`config.mk`:
```
export PLATFORM = sky130hd
export DESIGN_NAME = vgs_fifo
export DESIGN_NICKNAME = d
export VERILOG_FILES = /design/src/rtl/vgs_fifo.sv
export SDC_FILE = /design/constraint.sdc
export NUM_CORES = 1
export LEC_CHECK = 0
export ABC_AREA = 1
export BUFFER_PORTS_ARGS = -buffer_cell sky130_fd_sc_hd__buf_2
export CORE_ASPECT_RATIO = 0.8
export CORE_MARGIN = 2
export CORE_UTILIZATION = 51
export DETAILED_ROUTE_END_ITERATION = 8
export GPL_TIMING_DRIVEN = 0
export PLACE_DENSITY = 0.77
export SLEW_MARGIN = 10
export SYNTH_ARGS = -nofsm -noshare
export SYNTH_HDL_FRONTEND = slang
export SYNTH_SLANG_ARGS = --single-unit
```
`constraint.sdc`:
```
create_clock -name clock -period 2.41 [get_ports clock]
set_clock_uncertainty 0.2 [all_clocks]
set_input_delay 0.1205 -clock clock [delete_from_list [all_inputs] [get_ports clock]]
set_output_delay 0.1205 -clock clock [all_outputs]
set_load 0.005 [all_outputs]
```
`src/rtl/vgs_fifo.sv`:
```
// Two-entry job queue between the front and the back of the smoother.
// Depends on nothing but its width parameter.
`default_nettype none
module vgs_fifo #(
   parameter int W = 19
) (
   input  wire logic         clock,
   input  wire logic         reset,
   input  wire logic         push,
   input  wire logic [W-1:0] push_data,
   input  wire logic         pop,
   output logic [W-1:0]      head,
   output logic              full,
   output logic              empty
);
   localparam int DEPTH = 2;
   localparam int PW = $clog2(DEPTH);

   logic [W-1:0]  slot_ff [DEPTH];
   logic [PW-1:0] wp_ff, wp_in, rp_ff, rp_in;
   logic [PW:0]   cnt_ff, cnt_in;

   assign head  = slot_ff[rp_ff];
   assign full  = (cnt_ff == (PW+1)'(DEPTH));
   assign empty = (cnt_ff == '0);

   always_comb begin
      wp_in  = push ? wp_ff + 1'b1 : wp_ff;
      rp_in  = pop ? rp_ff + 1'b1 : rp_ff;
      cnt_in = cnt_ff + (PW+1)'(push) - (PW+1)'(pop);
   end

   always_ff @(posedge clock) begin
      if (reset) begin
         wp_ff  <= '0;
         rp_ff  <= '0;
         cnt_ff <= '0;
      end else begin
         wp_ff  <= wp_in;
         rp_ff  <= rp_in;
         cnt_ff <= cnt_in;
      end
   end

   always_ff @(posedge clock) begin
      if (push) begin
         slot_ff[wp_ff] <= push_data;
      end
   end
endmodule
`default_nettype wire

```
### Word-level counts from Yosys, hierarchy flattened

Memory sizes are Yosys's and may differ from the RTL's. A register that Yosys moved wholly into a read port is not among the register bits.
Index checks and enable logic that the tools add are counted.
W data, S select, Z words.

| storage, ports and cells | value |
|---|---|
| memories kept | 1 |
| flip-flop bits (word level) | 4 |
| logic and storage cells | 14 |
| output and inout bits | 21 |
| memory bits (writable) | 38 |
| bits of input ports | 23 |

| cells by class | value |
|---|---|
| add/sub/neg operators | 4 |
| muxes and demuxes | 4 |
| reduce and logical (&&, ||, !) cells | 1 |
| equal/unequal tests | 1 |

Memories:

| name | depth | bits a word | rd ports | clocked after memory_dff | write ports | line | RTL |
|---|---|---|---|---|---|---|---|
| slot_ff | 2 | 19 | 1 | 1 | 1 | 19 | `logic [W-1:0] slot_ff [DEPTH];` |

Operators with widths:

| operator | number |
|---|---|
| $mux W1 | 4 |
| $add A1 B1 Y1 const B | 2 |
| $add A2 B1 Y2 | 1 |
| $eq A2 B2 Y1 const B | 1 |
| $logic_not A2 Y1 | 1 |
| $sub A2 B1 Y2 | 1 |

### Logic depth before layout (Yosys ltp)

Gate-level depths: netlist of run 1.

| depth | value |
|---|---|
| depth after elaboration | 3 |
| depth in mapped cells | 9 |
| gate-level depth less buffers | 9 |

### Worst setup path before layout of run 1

No wires, ideal clock.

| timing path | value |
|---|---|
| path kind | register to register |
| from | register wp_ff |
| to | memory slot_ff[0][0], enable pin |
| data arrival time | 1.141 ns |
| data required time | 1.815 ns |
| cell stages (with the launch flop) | 2 |
| path buffers | 0 |
| setup time | 0.395 ns |
| clock period less this slack | 1.736 ns |
| setup slack | 0.674 ns |
| cells stage by stage | dfxtp_1 -> nor2_1 |

RTL lines:

| element | line | RTL |
|---|---|---|
| from (decl) | 20 | `logic [PW-1:0] wp_ff, wp_in, rp_ff, rp_in;` |
| from (signal assigned) | 39 | `wp_ff <= wp_in;` |
| to (decl) | 19 |  |

Straight into the memory's write port.

==> results of run 1 <==
==> worst reg2reg max path, delay by kind of cell, from the launching register on <==
kind          cells  cell delay [ps]
buf+inv           1              570
flops             1              370
simple gates      1               60
==> layout by cell type (no fill, tap or decap) <==
master and n:
a21oi_1 1, buf_12 1, buf_2 43, buf_6 1, buf_8 1, clkbuf_1 1, clkbuf_8 5, clkinv_2 1
clkinvlp_4 1, dfxtp_1 5, dlygate4sd3_1 22, edfxtp_1 38, ha_1 2, inv_1 8, mux2_2 9, mux2_4 10
nand2_1 4, nand3_1 1, nor2_1 7, nor2_2 1, nor3_1 1, xnor2_1 1
==> kinds of logic (layout without fill, tap and decap cells) <==
logic type	count (synthesis)	after routing
multiplexers	19	19
AND/OR/NAND/NOR	14	14
flip-flops	43	43
AO/OA/AOI/OAI	1	1
buffers and inverters	10	84
adder cells (fa/ha/maj)	2	2
XOR/XNOR	1	1
==> per-layer routing <==
layer	track usage [%]	vias to the layer above	share of wire, %
li1	-	475	-
met1	15.9	451	37
met2	31.0	29	58
met3	4.32	7	3.8
met4	6.12	0	1.3
met5	0	-	0
==> cell type report <==
class / instances / area share (%)
Multi-Input combinational cell: 37 / 15.6
Sequential cell: 43 / 55.5
Inverter: 8 / 1.34
Clock inverter: 2 / 0.560
Timing Repair Buffer: 66 / 20.1
Buffer: 2 / 1.40
Clock buffer: 6 / 3.25
Tap cell: 40 / 2.24
==> registers in the layout, indices dropped and copies added, names as in the netlist, named ones only <==
register,count
slot_ff,38
cnt_ff,2
wp_ff,1
rp_ff,1
==> synthesized netlist by cell type <==
library cell  instances  share of area [%]
dfxtp_1               5                6.1
nor3_1                1               0.30
nand2_1               4               0.91
buf_12                1                1.2
xnor2_1               1               0.53
a21oi_1               1               0.30
inv_1                 8                1.8
mux2_4               10                9.1
buf_6                 1               0.68
mux2_2                9                6.2
ha_1                  2                1.5
nor2_1                8                1.8
nand3_1               1               0.30
edfxtp_1             38                 69
==> power groups by stage <==
stage                     logic, mW  clock network, mW  registers, mW
after CTS                     0.232              0.432          0.874
after detailed placement      0.204                  0          0.891
after global placement        0.186                  0          0.887
after floorplan               0.118                  0          0.886
after global routing          0.250              0.454          0.877
final                         0.228              0.422          0.874
==> worst min path at each step <==
stage / endpoint / cells after the start
floorplan: cnt_ff[0]$_SDFF_PP0_ / 1
global placement: slot_ff[0][8]$_DFFE_PP_ / 1
detailed placement: slot_ff[1][15]$_DFFE_PP_ / 1
CTS: wp_ff$_SDFFE_PP0P_ / 2
global route: slot_ff[1][14]$_DFFE_PP_ / 2
finish: wp_ff$_SDFFE_PP0P_ / 2
==> metrics by stage <==
| step | instances | hold WS [ps] | setup slack (ps) | area, um^2 |
|---|---|---|---|---|
| finish | 204 | 330 | 728 | 2240 |
| global route | 204 | 356 | 629 | 2240 |
| CTS | 204 | 330 | 714 | 2240 |
| detailed placement | 174 | 112 | 843 | 1930 |
| global placement | 173 | 107 | 300 | 1910 |
| floorplan | 90 | -8.28 | 674 | 1650 |
==> impl_results.md, run 1 <==
- Status: finished, final reports clean
- Final setup viols: 0
- Port-buffer cells: 43
- Post-synthesis compound-gate area fraction: less than 1%
- Reg2reg path depth: 2
- DRT antenna net count: 0
- Post-Synth Simple-Gate Area: approximately 3.3%
- P_sw: 0.331 mW
- Post_cts resized: 0
- Critical-path maximum fanout: 10
- Cell Chain, Critical Path: buf_6 > buf_12 > mux2_4 > buf_2
- First-pass GRT wire length: approximately 4000 um
- Die W: between 60 and 70 um
- Max-cap viol count: 0
- Hold violation count in the final report: 0
- CTS tree: built
- Largest family of logic cells by synthesized area: multiplexers
- Crit end category: output pin
- WS Path Type: flop to output pin
- Synth warn: 0
- VDD IR max: 0.507 mV
- RSZ-0062 raised after global routing: false
- CP arrival: ~1400 ps
- Clk pwr share: 27.7%
- DR vias: between 900 and 1000
- Crit-path max cell delay: 320 ps
- Post-synthesis mux area share: about 15%
- Post-synthesis cell count: 90
- Total track usage: 15.8%
- FMAX: approximately 590 MHz
- Cell Int Power: between 1 and 1.5 mW
- DRT iter0 DRCs: 14
- Hold Buf Count CTS: 22
- Grt ovf: 0
- Detailed-route vias per instance: between 4 and 5
- Setup repair bufs after CTS: 0
- CORE AREA: 0.00309 mm^2
- Leakage: slightly above 0.9 nW
- RR Endpoint: slot_ff[1][16]$_DFFE_PP_
- CP top delay family: buffers and inverters
- Crit path launch type: flop
- Layout cell share with drive strength beyond 1: 44.5%
- Final Cycle Share: around 70%
- Drt first pass iters: 2
- FF/Latch Area: around 0.0012 mm^2
- Seq pwr share: between 50 and 60%
- Pin count of the biggest net entering global routing: 21
- Worst Setup EP: head[12]
- Required @ worst endpoint: 2090 ps
- Reg-to-reg startpoint: wp_ff$_SDFFE_PP0P_
- XOR/XNOR Fraction of Synth Area: less than 1%
- Pwr Density: 682 mW/mm^2
- Setup TNS Final: 0 ps
- CTS max path bufs: 2
- Register area share after synthesis: between 70% and 80%
- GPL Wtd Cong: 0.646
- Avg WL per Cell: between 10 and 15 um
- DRC: 0
- Worst-path clk slew: about 70 ps
- DIE HEIGHT: about 55 um
- Max-slew violations: 0
- Gate power share: roughly 15%
- Synth Register Bits: 43
- Slowest cell on crit path: dfxtp_1
- Multi-input logic area: 348 um^2
- Worst skew pair latency: ~280 ps
- Final WL: around 2800 um
- Htree depth: 2
- Initial antenna violation count: 0
- Die Footprint: about 0.0037 mm^2
- Fin crit period: 1680 ps
- Root Driver: clkbuf_8
- Clk sink count: between 40 and 50
- Site Rows: 18
- # nets final: between 150 and 200
- Pwr Total: between 1.5 and 2 mW
- Synthesized area per cell: roughly 18 um^2
- Bufs and invs on worst path: 3
- Sw frac: between 20% and 30%
- Synthesized net count: between 100 and 150
- Core Util, Final: 72.5%
- Ports: 44
- Hold path startpoint: wp_ff$_SDFFE_PP0P_
- Number of fill cells: slightly above 200
- Yosys cell types: 14
- CTS buffer count: 5
- Layout area overhead: 35.7%
- Mapped Area: around 0.0016 mm^2
- Min-delay worst type: flop to flop
- Via count of the first global-routing pass: ~960
- Critical path depth: 4
- Register-to-register path setup slack: 840 ps
- Post-synthesis adder-cell area fraction: under 10%
- Ant diodes: 0
- Worst slew pin tran: a little under 800 ps
- Rel. slew slack: roughly half
- Initial core utilization: 53.4%
(Power assumes the default switching activity.)
==> inputs of run 2 (changes only) <==
Clock period 2.41 ns to 1.7 ns, I/O delays scaled along.
==> run 2 against run 1 <==
Compared with the run above: final area down 0.62%; die area unchanged; combinational power up 38%; utilization down 0.45 points; register-to-register slack worse by 650 ps; via count down 2.4%; clock-buffer cell count down 1; sequential power up 42%; largest cell class unchanged; global-route usage about the same; critical path depth unchanged; first-iteration DRC count up 120%; critical path type unchanged; clock power up 36%.
==> impl_results.md, run 2 (same netlist as run 1, synthesis figures left out) <==
- Register-to-register path setup slack: 190 ps (-650 ps)
- Site Rows: 18 (unchanged)
- DRT iter0 DRCs: 31 (+17)
- Min-delay worst type: input port to flop
- DR vias: 939 (-2.4%)
- CP arrival: 1340 ps (-20 ps)
- Ports: 44 (unchanged)
- Post-DP Area: 0.00192 mm^2 (-0.78%)
- Crit-path max cell delay: 320 ps (about the same)
- Initial core utilization: 53.4% (unchanged)
- DIE HEIGHT: 54.8 um (unchanged)
- Htree depth: 2 (unchanged)
- Fin crit period: about 1600 ps
- Worst-path clk slew: 70 ps (about the same)
- Finished Layout Cells: 202 (-0.98%)
- Avg WL per Cell: 13.0 um (-6.0%)
- Setup TNS Final: 0 ps (unchanged)
- Cell Chain, Critical Path: buf_6 > buf_12 > mux2_4 > buf_2
- CTS buffer count: 5 (unchanged)
- Reg-to-reg startpoint: cnt_ff[0]$_SDFF_PP0_
- Pwr Density: 956 mW/mm^2 (+40%)
- RSZ-0062 raised after global routing: false
- # nets final: 187 (-0.53%)
- Required @ worst endpoint: 1410 ps (-680 ps)
- CTS max path bufs: 2 (unchanged)
- Worst skew pair latency: 280 ps (about the same)
- Pin count of the biggest net entering global routing: 21 (unchanged)
- Die W: 67.6 um (unchanged)
- Final Cycle Share: 95.7%
- Cell area after layout: 0.00222 mm^2 (-0.62%)
- Root Driver: clkbuf_8
- DRC: 0 (unchanged)
- Grt ovf: 0 (unchanged)
- Final WL: 2620 um (-6.9%)
- Initial antenna violation count: 0 (unchanged)
- DRT antenna net count: 0 (unchanged)
- VDD IR max: 0.676 mV (+33%)
- Slowest cell on crit path: dfxtp_1
- CP top delay family: buffers and inverters
- WS Path Type: flop to output pin
- Crit end category: output pin
- Clk sink count: 43 (unchanged)
- RR Endpoint: cnt_ff[1]$_SDFF_PP0_
- Via count of the first global-routing pass: 943 (-1.7%)
- Layout cell share with drive strength beyond 1: 44.4% (-0.068 points)
- Bufs and invs on worst path: 3 (unchanged)
- Worst hold endpoint: slot_ff[1][13]$_DFFE_PP_
- Ant diodes: 0 (unchanged)
- Commonest non-fill, non-tap cells in the layout: 43 x buf_2, 38 x edfxtp_1, 22 x dlygate4sd3_1
- Most common cell after layout, fill and taps aside: buf_2
- Rel. slew slack: 62.7% (+15 points)
- Hold violation count in the final report: 0 (unchanged)
- Core Util, Final: 72.0% (-0.45 points)
- CTS tree: built
- Final setup viols: 0 (unchanged)
- Dpl hpwl: between 1500 and 2000 um
- FMAX: between 600 and 700 MHz
- Worst slew pin tran: 557 ps (-221 ps)
- Top Registers: slot_ff x38, cnt_ff x2
- Critical-path maximum fanout: 10 (unchanged)
- Biggest register: slot_ff
- Total track usage: 15.8% (-0.022 points)
- Detailed-route vias per instance: 4.65 (-1.4%)
- Hold Path Stages: 2 (unchanged)
- Leakage: 0.903 nW (-1.6%)
- CORE AREA: 0.00309 mm^2 (unchanged)
- Status: finished, final reports clean
- First-pass GRT wire length: 4030 um (+1.0%)
- Reg2reg path depth: 8 (+6)
- Setup repair bufs after CTS: 0 (unchanged)
- Max-slew violations: 0 (unchanged)
- Max-cap viol count: 0 (unchanged)
- Port-buffer cells: 43 (unchanged)
- Placed insts: 173 (-0.57%)
- Hold path startpoint: push_data[13]
- Die Footprint: 0.00370 mm^2 (unchanged)
- Number of flip-flops under the largest register name: 38 (unchanged)
- GPL Wtd Cong: 0.604 (-6.5%)
- Layout area overhead: 34.9%
- Crit path launch type: flop
- Drt first pass iters: 4 (+2)
run 2: area by class of cell:
cell class / instances / area [um^2]
sequential: 43 / 1240
fill: 205 / 863
timing repair buffer: 65 / 435
multi-input combinational: 37 / 353
clock buffer: 5 / 68.8
tap: 40 / 50.0
inverter: 8 / 33.8
buffer: 2 / 31.3
clock inverter: 2 / 8.76
run 2: worst max-delay path by stage:
| stage | startpoint | endpoint | slack, ps | depth (start not counted) |
|---|---|---|---|---|
| floorplan | wp_ff$_SDFFE_PP0P_ | slot_ff[0][0]$_DFFE_PP_ | 270 | 1 |
| global placement | wp_ff$_SDFFE_PP0P_ | slot_ff[0][17]$_DFFE_PP_ | 30 | 1 |
| detailed placement | wp_ff$_SDFFE_PP0P_ | slot_ff[0][17]$_DFFE_PP_ | -20 | 1 |
| CTS | push | slot_ff[1][5]$_DFFE_PP_ | 40 | 4 |
| global route | flop | head[1] | 4 | 4 |
| finish | flop | head[3] | 70 | 4 |
run 2: metrics by stage:
| stage | hold WS, ps | setup slack, ps | power, mW |
|---|---|---|---|
| after floorplan | -43.8 | 267 | 1.42 |
| after global placement | 72.5 | 26.4 | 1.52 |
| after detailed placement | 77.1 | -19.9 | 1.54 |
| after CTS | 315 | 41.2 | 2.14 |
| after global routing | 315 | 3.53 | 2.23 |
| final | 318 | 72.6 | 2.12 |
run 2: worst register-to-register path, cell delays in order, from the launching register on:
cell and delay [ps]:
dfxtp_1 360, inv_1 60, ha_1 270, inv_1 40, ha_1 180, inv_1 50, nand2_1 60, a21oi_1 120
nor2_1 60
run 2: timing repair:
item	4_1_cts	5_1_grt
endpoints found under the hold margin	43	0
resized for setup	1	1
setup endpoints to repair	19	19
cloned	0	0
hold buffers	22	0
run 2: report_power, final:
group / internal (mW) / total, mW / leakage [nW] / switching (mW)
logic: 0.183 / 0.314 / 0.464 / 0.131
registers: 1.22 / 1.24 / 0.398 / 0.0207
clock network: 0.273 / 0.572 / 0.0414 / 0.299
run 2: routing by layer:
metal	track usage, %	up-vias	part of all wire (%)
li1	-	472	-
met4	4.08	0	0.27
met2	29.1	34	52
met3	7.20	2	6.4
met1	16.4	431	41
met5	0	-	0
