<file path="config.mk">
export PLATFORM = sky130hd
export DESIGN_NAME = vgs_front
export DESIGN_NICKNAME = d
export VERILOG_FILES = /design/src/rtl/vgs_pkg.sv /design/src/rtl/vgs_front.sv
export SDC_FILE = /design/constraint.sdc
export NUM_CORES = 1
export LEC_CHECK = 0
export BUFFER_PORTS_ARGS = -buffer_cell sky130_fd_sc_hd__buf_2
export CORE_MARGIN = 1.5
export CORE_UTILIZATION = 37
export DETAILED_ROUTE_END_ITERATION = 8
export SETUP_SLACK_MARGIN = 0.3
export SYNTH_ARGS = -nofsm -noshare
export SYNTH_HDL_FRONTEND = slang
export SYNTH_SLANG_ARGS = --single-unit
</file>
<file path="constraint.sdc">
create_clock -name clock -period 11.5 [get_ports clock]
set_input_delay 2.3 -clock clock [delete_from_list [all_inputs] [get_ports clock]]
set_output_delay 2.3 -clock clock [all_outputs]
set_load 0.005 [all_outputs]
</file>
<file path="src/rtl/vgs_pkg.sv">
// Shared constants, codes and the weight table of the 3x3x3 volume smoother.
// Used by every file of the block but the job queue, and by the bench; depends on nothing.
`default_nettype none
package vgs_pkg;
   localparam int VOX_W      = 8;
   localparam int XREG_W     = 9;
   localparam int YREG_W     = 9;
   localparam int ZREG_W     = 13;
   localparam int CSR_IDX_W  = 2;
   localparam int CSR_DATA_W = 13;
   localparam int Z_W        = 13;
   localparam int Z_LIMIT    = 4096;

   localparam int DEF_MAX_ROW  = 256;
   localparam int DEF_MAX_ROWS = 256;

   localparam logic [CSR_IDX_W-1:0] REG_X_SIZE = 2'd0;
   localparam logic [CSR_IDX_W-1:0] REG_Y_SIZE = 2'd1;
   localparam logic [CSR_IDX_W-1:0] REG_Z_SIZE = 2'd2;

   localparam logic [XREG_W-1:0] RST_X_SIZE = 9'd256;
   localparam logic [YREG_W-1:0] RST_Y_SIZE = 9'd256;
   localparam logic [ZREG_W-1:0] RST_Z_SIZE = 13'd256;

   localparam logic OP_VOXEL = 1'b0;
   localparam logic OP_DRAIN = 1'b1;

   localparam int WT_W     = 16;
   localparam int PROD_W   = VOX_W + WT_W;
   localparam int ACC_W    = 29;
   localparam int WSUM_W   = 21;
   localparam int QUO_W    = 8;
   localparam int DEN_W    = WSUM_W + QUO_W - 1;
   localparam int QCNT_W   = 3;

   // Q0.16 weights indexed by the number of off-centre axes.
   function automatic logic [WT_W-1:0] gauss_weight(input logic [1:0] d2);
      logic [WT_W-1:0] w;
      unique case (d2)
         2'd0: w = 16'd65535;
         2'd1: w = 16'd55524;
         2'd2: w = 16'd47041;
         default: w = 16'd39855;
      endcase
      return w;
   endfunction
endpackage
`default_nettype wire

</file>
<file path="src/rtl/vgs_front.sv">
// Front of the smoother: accepts words, writes voxels to the history store
// and issues one job per result. Depends on vgs_pkg.
`default_nettype none
module vgs_front #(
   parameter int AW = 18,
   parameter int TW = 31,
   parameter int LGW = 19,
   parameter int HIST_DEPTH = 131587
) (
   input  wire logic                        clock,
   input  wire logic                        reset,
   input  wire logic                        restart,
   input  wire logic                        busy,
   input  wire logic [TW-1:0]               total,
   input  wire logic [LGW-1:0]              lag,
   input  wire logic                        req_valid,
   input  wire logic                        req_opcode,
   input  wire logic [vgs_pkg::VOX_W-1:0]   req_voxel,
   output logic                             req_ready,
   output logic                             wr_en,
   output logic [AW-1:0]                    wr_addr,
   output logic [vgs_pkg::VOX_W-1:0]        wr_data,
   output logic                             push,
   output logic [AW:0]                      push_data,
   input  wire logic                        q_full,
   input  wire logic                        q_empty,
   input  wire logic                        back_idle
);
   logic [AW-1:0] in_cnt_ff, in_cnt_in, iss_addr_ff, iss_addr_in;
   logic [TW-1:0] rcv_ff, rcv_in, iss_ff, iss_in, diff;
   logic          end_pend_ff, end_pend_in;
   logic          acc, data_ok, push_last;

   assign req_ready = !q_full && !busy && !end_pend_ff;
   assign acc       = req_valid && req_ready;
   assign data_ok   = acc && (req_opcode == vgs_pkg::OP_VOXEL) && (rcv_ff < total);
   assign diff      = rcv_ff - iss_ff;
   assign push      = (data_ok && (diff >= TW'(lag)))
                   || (acc && (req_opcode == vgs_pkg::OP_DRAIN)
                       && (rcv_ff == total) && (iss_ff < total));
   assign push_last = (iss_ff + 1'b1 == total);
   assign push_data = {push_last, iss_addr_ff};

   assign wr_en   = data_ok;
   assign wr_addr = in_cnt_ff;
   assign wr_data = req_voxel;

   always_comb begin
      in_cnt_in   = in_cnt_ff;
      rcv_in      = rcv_ff;
      iss_in      = iss_ff;
      iss_addr_in = iss_addr_ff;
      end_pend_in = end_pend_ff && !(q_empty && back_idle);
      if (restart) begin
         in_cnt_in   = '0;
         rcv_in      = '0;
         iss_in      = '0;
         iss_addr_in = '0;
         end_pend_in = 1'b0;
      end else begin
         if (data_ok) begin
            in_cnt_in = (in_cnt_ff == AW'(HIST_DEPTH - 1)) ? '0 : in_cnt_ff + 1'b1;
            rcv_in    = rcv_ff + 1'b1;
         end
         if (push) begin
            if (push_last) begin
               // The volume is complete; hold off until the back has read its last window.
               in_cnt_in   = '0;
               rcv_in      = '0;
               iss_in      = '0;
               iss_addr_in = '0;
               end_pend_in = 1'b1;
            end else begin
               iss_in      = iss_ff + 1'b1;
               iss_addr_in = (iss_addr_ff == AW'(HIST_DEPTH - 1)) ? '0 : iss_addr_ff + 1'b1;
            end
         end
      end
   end

   always_ff @(posedge clock) begin
      if (reset) begin
         in_cnt_ff   <= '0;
         rcv_ff      <= '0;
         iss_ff      <= '0;
         iss_addr_ff <= '0;
         end_pend_ff <= 1'b0;
      end else begin
         in_cnt_ff   <= in_cnt_in;
         rcv_ff      <= rcv_in;
         iss_ff      <= iss_in;
         iss_addr_ff <= iss_addr_in;
         end_pend_ff <= end_pend_in;
      end
   end
endmodule
`default_nettype wire

</file>
# Word level (Yosys, flattened, before mapping)
# Cells that the tools add are included.
[word_totals] regBits=99 inputBits=67 elab_cells=47
[op_classes] addsub=5 n_lt_le_gt_ge=3 eq_ne=4 mux=12 bitwise_logic=1 reduce_logical=17
[ops] cell="31-bit two-way mux" n=4
[ops] cell="18-bit two-way mux" n=6
[ops] cell="31-bit by 1-bit adder with 31-bit output (second input constant)" n=2
[ops] cell="31-bit == test" n=2
[ops] cell="31-bit < comparator" n=2
[ops] cell="18-bit by 1-bit adder with 18-bit output (second input constant)" n=2
[ops] cell="18-bit == test (second input constant)" n=2
[ops] cell="31-bit by 19-bit >= comparator with 1-bit output" n=1
[ops] cell="31-bit subtractor" n=1
[ops] cell="1-bit logical AND" n=11
[ops] cell="1-bit logical NOT" n=4
[ops] cell="1-bit two-way mux" n=2
[ops] cell="2-bit OR reduction" n=1
[ops] cell="1-bit logical OR" n=1
[ops] cell="1-bit inverter" n=1

# Logic depth before layout (Yosys ltp)
# Gate-level depths: netlist (run 1).
[logic_depth] word_depth=9 mapped_depth=25

# Least setup slack after synthesis (run 1)
# No wires, ideal clock.
[synth_path] path_type="input to output" startpoint="input port total[30]" endpoint="output port push" arrival_ps=5017 setup_slack_ps=4183 cell_stages=12 path_buffers=0 cell_sequence="inv_1 -> ha_1 -> nand4_1 -> or2_1 -> or4_1 -> a21o_1 -> a32oi_1 -> nand2_1 -> or3_4 -> or4_4 -> nand2_1 -> inv_2"
[synth_via] elab_chain_len=4 word_cells_on_any_way=8 classes_between="order compare: 2; eq/ne: 1; reduce/logical: 5"
[synth_rtl] element="from (decl)" line_no="vgs_front.sv:14" text="input wire logic [TW-1:0] total,"
[synth_rtl] element="31-bit < comparator / 31-bit == test (equally long branches)" line_no="vgs_front.sv:36, vgs_front.sv:40"
[synth_rtl] element="1-bit logical AND (on tied branches)" line_no="vgs_front.sv:36, vgs_front.sv:40"
[synth_rtl] element="1-bit logical AND (on tied branches)" line_no="vgs_front.sv:38, vgs_front.sv:40"
[synth_rtl] element="1-bit logical OR *" line_no="vgs_front.sv:39" text="|| (acc && (req_opcode == vgs_pkg::OP_DRAIN)"
[synth_rtl] element="to (decl)" line_no="vgs_front.sv:23" text="output logic push,"
# Every way passes the cells marked *; elsewhere a longest branch is shown, timed or not.

# Worst setup path after layout (run 1)
[layout_path] startpoint="register rcv_ff[0]" endpoint="output port push"
[layout_via] elab_chain_len=4 word_cells_on_any_way=9 classes_between="add/sub: 1; order compare: 2; eq/ne: 1; reduce/logical: 5"
[layout_rtl] element="from (decl)" line_no="vgs_front.sv:30" text="logic [TW-1:0] rcv_ff, rcv_in, iss_ff, iss_in, diff;"
[layout_rtl] element="from (signal assigned)" line_no="vgs_front.sv:90" text="rcv_ff <= rcv_in;"
[layout_rtl] element="31-bit subtractor (tied with other cells)" line_no="vgs_front.sv:37" text="assign diff = rcv_ff - iss_ff;"
[layout_rtl] element="31-bit by 19-bit >= comparator with 1-bit output (tied with other cells)" line_no="vgs_front.sv:38" text="assign push = (data_ok && (diff >= TW'(lag)))"
[layout_rtl] element="1-bit logical AND (on tied branches)" line_no="vgs_front.sv:38, vgs_front.sv:40"
[layout_rtl] element="1-bit logical OR *" line_no="vgs_front.sv:39"
# Marks and branches as above.

==> flow_metrics.env, run 1 <==
export IMPL_status="finished clean"
export IMPL_routed_via_density=5.877
export IMPL_cts_setup_buffers=0
export IMPL_finClkSkew_ns=0.01069
export IMPL_setup_violations_final=0
export IMPL_drc=0
export IMPL_ys_types=82
export IMPL_fin_crit_sh_pct=76.27
export IMPL_ys_seq_elements=99
export IMPL_routabilityCongestion=0.9203
export IMPL_synthesis_area_sq_mm=0.01011
export IMPL_antenna_found_initial=1
export IMPL_tritoncts="done"
export IMPL_grt_pass1_wl_um=50670
export IMPL_synth_area_leaders="dfxtp_1 20%, ha_1 14%, nand4_1 5.2%, o21ai_0 5.1%, xnor2_1 4.9%"
export IMPL_synth_top_area_share_pct=19.60
export IMPL_clk_latency_ns=0.37
export IMPL_fin_ws_ns=2.729
export IMPL_die_width_um=168.3
export IMPL_ant_nets=0
export IMPL_cp_arrival_ns=6.47
export IMPL_cts_root_buf="clkbuf_16"
export IMPL_drt_iter0_markers=723
export IMPL_worst_path_max_fanout=48
export IMPL_vias=10161
export IMPL_path_cells="inv_1, ha_1, fa_1, nor2b_1, o2111ai_1, a2111oi_0, nor2_1, o21ai_0, xor2_1, ha_1, a21o_1, a21o_1, a22o_1, a2111o_1, nor4_1, nand2_1, or3_4, or4_4, nand2_1, inv_2, buf_2"
export IMPL_cts_path_max_buffers=2
export IMPL_finalHoldViolCount=0
export IMPL_clockPowerShare_pct=43.2
export IMPL_wirelength_um=31840
export IMPL_post_drt_wl_per_cell_um=18.41
export IMPL_nNetsFinal=1568
export IMPL_fill_cells=2796
export IMPL_slowest_stage="or4_4"
export IMPL_max_slew_margin_pct=36.84
export IMPL_grt_usage_pct=22.34
export IMPL_cp_top_family="simple AND/OR/NAND/NOR gates"
export IMPL_switching_share_pct=27.89
export IMPL_synth_fp_nets=1532
export IMPL_ctsResizeCount=0
export IMPL_diodes=0
export IMPL_power_frac_seq_pct=47.4
export IMPL_p_sw_uw=201.7
export IMPL_synth_commonest_cells="117 x ha_1, 105 x nor2_1, 103 x o21ai_0"
export IMPL_synth_edf_count=0
export IMPL_grt_overflow_total=0
export IMPL_report_final_slew_viol_count=0
export IMPL_startpoint_type="register"
export IMPL_row_count=60
export IMPL_internal_power_uw=521.6
export IMPL_synth_area_per_cell_sq_um=7.505
export IMPL_io_buffers=98
export IMPL_yosysSeqAreaShare_pct=19.60
export IMPL_fp_coreArea_sq_mm=0.02688
export IMPL_async_flop_share_pct=0
export IMPL_cp_required_ns=9.20
export IMPL_setup_tns_ns=0
export IMPL_cellPowerDensity_mw_per_mm2=65.88
export IMPL_synth_cells=1347
export IMPL_leakagePower_uw=0.004853
export IMPL_clock_sinks=99
export IMPL_final_seq_area_sq_mm=0.001982
export IMPL_hold_class="register to register"
export IMPL_critPathKind="register to primary output"
export IMPL_rsz0062_at_grt="false"
export IMPL_fin_crit_ns=8.771
export IMPL_cts_made_buffers=9
export IMPL_cts_hold_buf=0
export IMPL_cts_clk_slew_worst_paths_ns=0.08
export IMPL_dpl_worst_slack_ns=3.239
export IMPL_max_stage_delay_ns=0.82
export IMPL_first_pass_iters=5
export IMPL_ir_worst_vdd_mv=0.06606
export IMPL_die_h_um=168.3
export IMPL_io_pins=115
export IMPL_cp_num_buf_inv=3
export IMPL_yosys_warnings=0
export IMPL_grt_max_degree=50
export IMPL_area_delta_synth_final_pct=8.589
export IMPL_die_area_sq_mm=0.02832
export IMPL_grt_pass1_vias=9353
export IMPL_synth_top_area_cell="dfxtp_1"
export IMPL_multiInputGateArea_sq_mm=0.007348
export IMPL_initial_utilization_pct=37.62
export IMPL_worst_pin_slew_ns=0.9474
export IMPL_htree_levels=3
export IMPL_end_kind="primary output"
export IMPL_p_comb_share_pct=9.4
export IMPL_synthFlopType="dfxtp_1"
export IMPL_fmax_mhz=114.0
export IMPL_post_synth_top_count_cell="ha_1"
export IMPL_drive_gt1_share_pct=10.81
export IMPL_maxCapViolCount=0
export IMPL_dp_hpwl_um=24590
## cell usage in the layout (no fill, tap or decap), drive strengths merged, types with 6 or more instances in the layout
cell type,instances
ha,117
buf,107
o21ai,106
nor2,105
inv,104
dfxtp,99
a21oi,97
nand4,85
nand2,76
xnor2,57
nand3,56
xor2,54
and3,40
a21o,26
nor3,26
nor4,23
nor2b,15
o211ai,13
and4,13
o21a,12
or4,12
o31ai,10
clkbuf,9
and2,9
a31oi,8
nor4b,7
nand2b,7
a211oi,7
o2111ai,6
nand4b,6
a32o,6
## layer usage
layer | global-route usage (%) | part of all wire [%] | vias up
met5 | 0 | 0.044 | -
met1 | 30.73 | 47 | 4760
li1 | - | - | 4998
met2 | 35.20 | 44 | 336
met4 | 9.899 | 3.8 | 2
met3 | 2.445 | 5.1 | 65
## kinds of logic after synthesis
family,count (synthesis),share of synthesized area (%)
adder cells (fa/ha/maj),118,14.68
buffers and inverters,181,7.785
multiplexers,6,0.6064
AO/OA/AOI/OAI,338,21.14
AND/OR/NAND/NOR,494,26.57
XOR/XNOR,111,9.616
flip-flops,99,19.60
## tightest hold or removal path, delay by kind of cell, from the launching register on
| kind | cells | cell delay, ns |
|---|---|---|
| AOI/OAI and AO/OA | 2 | 0.15 |
| DFF | 1 | 0.34 |
## power groups by stage
stage / registers [uW] / logic [uW] / clock network, uW
after floorplan: 351 / 41.8 / 0
after global placement: 351 / 67.2 / 0
after detailed placement: 351 / 67.6 / 0
after CTS: 343 / 68.2 / 320
after global routing: 343 / 75.7 / 333
final: 343 / 68.2 / 312
## stage by stage
| step | area [sq um] | utilization, % | total power [uW] | std cells | hold WS, ns |
|---|---|---|---|---|---|
| 6_report | 10980 | 40.85 | 723.3 | 1729 | 0.5323 |
| 5_1_grt | 10980 | 40.85 | 750.9 | 1729 | 0.5509 |
| 4_1_cts | 10980 | 40.85 | 731.1 | 1729 | 0.5298 |
| 3_5_place_dp | 10690 | 39.76 | 418.4 | 1713 | 0.5216 |
| 3_3_place_gp | 10690 | 39.76 | 417.9 | 1713 | 0.5080 |
| 2_1_floorplan | 10110 | - | 392.6 | 1347 | 0.4908 |
## area by class of cell
cell class | instances | share of cell area, %
Multi-Input combinational cell | 1067 | 66.94
Clock buffer | 9 | 2.052
Timing Repair Buffer | 107 | 5.083
Inverter | 99 | 3.385
Tap cell | 341 | 3.886
Clock inverter | 7 | 0.6041
Sequential cell | 99 | 18.05
## final timing paths
check             slack (ns)                            to  depth (start not counted)                    start
setup / recovery        2.73                          push                         21     rcv_ff[0]$_SDFF_PP0_
hold / removal          0.53       iss_ff[27]$_SDFFE_PP0P_                          2  iss_ff[27]$_SDFFE_PP0P_
setup reg to reg        5.21  iss_addr_ff[10]$_SDFFE_PP0P_                         21     rcv_ff[0]$_SDFF_PP0_
hold reg to reg         0.53       iss_ff[27]$_SDFFE_PP0P_                          2  iss_ff[27]$_SDFFE_PP0P_
## sequential cells by signal, summed over array words and instances (netlist names)
name         flops
rcv_ff          31
iss_addr_ff     18
end_pend_ff      1
iss_ff          31
wr_addr         18
No activity file was read; power rests on OpenSTA's default activity.
==> run 2, diff against run 1 <==
==> constraint.sdc (replaced) <==
create_clock -name clock -period 8.79 [get_ports clock]
set_input_delay 1.758 -clock clock [delete_from_list [all_inputs] [get_ports clock]]
set_output_delay 1.758 -clock clock [all_outputs]
set_load 0.005 [all_outputs]
==> flow_metrics.env, run 2 (synthesis results as in run 1) <==
export IMPL_wirelength_um=32000
export IMPL_die_area_sq_mm=0.02832
export IMPL_worst_pin_slew_ns=0.9961
export IMPL_post_drt_wl_per_cell_um=18.48
export IMPL_cpMostUsedCell="a21o_1"
export IMPL_fill_cells=2797
export IMPL_maxCapViolCount=0
export IMPL_io_buffers=98
export IMPL_hold_path_end="iss_ff[27]$_SDFFE_PP0P_"
export IMPL_fin_ws_ns=0.6885
export IMPL_rr_endpoint="iss_ff[1]$_SDFFE_PP0P_"
export IMPL_die_h_um=168.3
export IMPL_fp_coreArea_sq_mm=0.02688
export IMPL_htree_levels=3
export IMPL_initial_utilization_pct=37.62
export IMPL_report_final_slew_viol_count=0
export IMPL_clk_latency_ns=0.37
export IMPL_final_common_cell="ha_1"
export IMPL_cts_clk_slew_worst_paths_ns=0.08
export IMPL_die_width_um=168.3
export IMPL_routed_via_density=5.894
export IMPL_area_delta_synth_final_pct=8.824
export IMPL_finish_utilization_pct=40.94
export IMPL_final_cell_mix="117 x ha_1, 104 x nor2_1, 103 x o21ai_0"
export IMPL_cts_hold_buf=0
export IMPL_end_kind="primary output"
export IMPL_slowest_stage="or4_4"
export IMPL_antenna_found_initial=2
export IMPL_met3_usage_pct=2.515
export IMPL_setup_tns_ns=0
export IMPL_hold_path_depth=2
export IMPL_cts_root_buf="clkbuf_16"
export IMPL_cp_top_family="compound AO/OA/AOI/OAI gates"
export IMPL_setup_violations_final=0
export IMPL_reg2reg_slack_ns=2.62
export IMPL_grt_busiest_layer="met2"
export IMPL_min_delay_start="iss_ff[27]$_SDFFE_PP0P_"
export IMPL_finalHoldViolCount=0
export IMPL_vias=10208
export IMPL_grt_pass1_vias=9353
export IMPL_io_pins=115
export IMPL_drive_gt1_share_pct=11.01
export IMPL_r2r_cells=23
export IMPL_grt_overflow_total=0
export IMPL_drt_iter0_markers=782
export IMPL_row_count=60
export IMPL_ant_nets=0
export IMPL_cts_path_max_buffers=2
export IMPL_fmax_mhz=123.4
export IMPL_worst_path_max_fanout=48
export IMPL_clock_sinks=99
export IMPL_drc=0
export IMPL_cp_arrival_ns=6.34
export IMPL_nNetsFinal=1570
export IMPL_grt_pass1_wl_um=50610
export IMPL_fin_crit_ns=8.102
export IMPL_status="finished clean"
export IMPL_startpoint_type="register"
export IMPL_path_cells="inv_1, ha_1, a21o_1, a31oi_1, a21oi_1, nor2_1, o21bai_1, a21o_1, a21o_1, a21o_1, a21oi_1, xnor2_1, ha_1, a21o_1, a22o_1, a2111o_1, nor4_1, nand2_1, or3_4, or4_4, nand2_1, inv_2, buf_2"
export IMPL_dp_hpwl_um=24530
export IMPL_cp_required_ns=7.03
export IMPL_max_stage_delay_ns=0.83
export IMPL_cellPowerDensity_mw_per_mm2=86.42
export IMPL_critPathKind="register to primary output"
export IMPL_rsz0062_at_grt="false"
export IMPL_cts_made_buffers=9
export IMPL_tritoncts="done"
export IMPL_grt_max_degree=50
export IMPL_cp_num_buf_inv=3
export IMPL_dpl_worst_slack_ns=0.9822
export IMPL_reg_top3="iss_ff: 31 flops, rcv_ff: 31 flops"
export IMPL_grt_util_met2_pct=35.94
export IMPL_finClkSkew_ns=0.01237
export IMPL_gr_usage_met1_pct=30.31
export IMPL_regToRegStartpoint="iss_ff[4]$_SDFFE_PP0P_"
export IMPL_routabilityCongestion=0.8934
export IMPL_fin_crit_sh_pct=92.17
export IMPL_grt_usage_pct=22.27
export IMPL_leakagePower_uw=0.004866
export IMPL_ir_worst_vdd_mv=0.08715
export IMPL_hold_class="register to register"
export IMPL_first_pass_iters=5
export IMPL_max_slew_margin_pct=33.55
[run 2: cell types whose count changed in the layout (fill, tap and decap cells not counted), sizes merged]
cell   delta
buf       +2
diode     +1
[run 2: final cells by class]
class                           count  area, sq um  area share, %
Timing Repair Buffer              109        573.1          5.209
Clock inverter                      7        66.31         0.6028
Clock buffer                        9        225.2          2.047
Sequential cell                    99         1982          18.01
Multi-Input combinational cell   1067         7355          66.85
Inverter                           99        371.6          3.378
Tap cell                          341        426.7          3.878
Antenna cell                        1        2.502        0.02275
[run 2: report_power, final]
group / leakage, uW / switching [uW] / total (uW) / internal (uW)
logic: 0.00393 / 56.0 / 89.9 / 33.9
clock network: 0.000138 / 212 / 413 / 201
registers: 0.000797 / 0.197 / 448 / 448
total: 0.00487 / 268 / 951 / 683
[run 2: what timing repair did]
item | 4_1_cts | 5_1_grt
resized for setup | 0 | 2
endpoints found under the hold margin | 0 | 0
buffers inserted | 0 | 0
setup endpoints to repair | 0 | 1
[run 2: worst max path at each step]
stage / cells after the start / start / endpoint
after CTS: 21 / rcv_ff[0]$_SDFF_PP0_ / push
after detailed placement: 21 / rcv_ff[0]$_SDFF_PP0_ / push
after global routing: 23 / iss_ff[4]$_SDFFE_PP0P_ / push
final: 23 / iss_ff[4]$_SDFFE_PP0P_ / push
after global placement: 21 / rcv_ff[0]$_SDFF_PP0_ / push
after floorplan: 22 / iss_ff[4]$_SDFFE_PP0P_ / push
[run 2: through the flow]
stage                     instances  hold WS (ns)  cell area [sq um]  total power, uW
after CTS                      1731        0.5344              10990            960.7
after detailed placement       1715        0.5229              10700            548.6
after global placement         1715        0.5144              10700            547.5
after floorplan                1347        0.4908              10110            513.6
final                          1732        0.5400              11000            950.8
after global routing           1731        0.5614              11000            981.7
[run 2: worst register-to-register path, stage by stage (launching register included)]
cell and delay, ns:
dfxtp_1 0.48, inv_1 0.18, ha_1 0.38, a21o_1 0.22
a31oi_1 0.28, a21oi_1 0.13, nor2_1 0.19, o21bai_1 0.13
a21o_1 0.19, a21o_1 0.20, a21o_1 0.17, a21oi_1 0.18
xnor2_1 0.14, ha_1 0.26, a21o_1 0.16, a22o_1 0.22
a2111o_1 0.28, nor4_1 0.30, nand2_1 0.09, or3_4 0.40
or4_4 0.83, nand2_1 0.30, inv_2 0.13, a41o_1 0.24
[run 2: metal layers]
layer  routed length, um  part of all wire, %
met1               14570                   46
met5                  13                0.041
met4                1013                  3.2
met3                1893                  5.9
met2               14510                   45
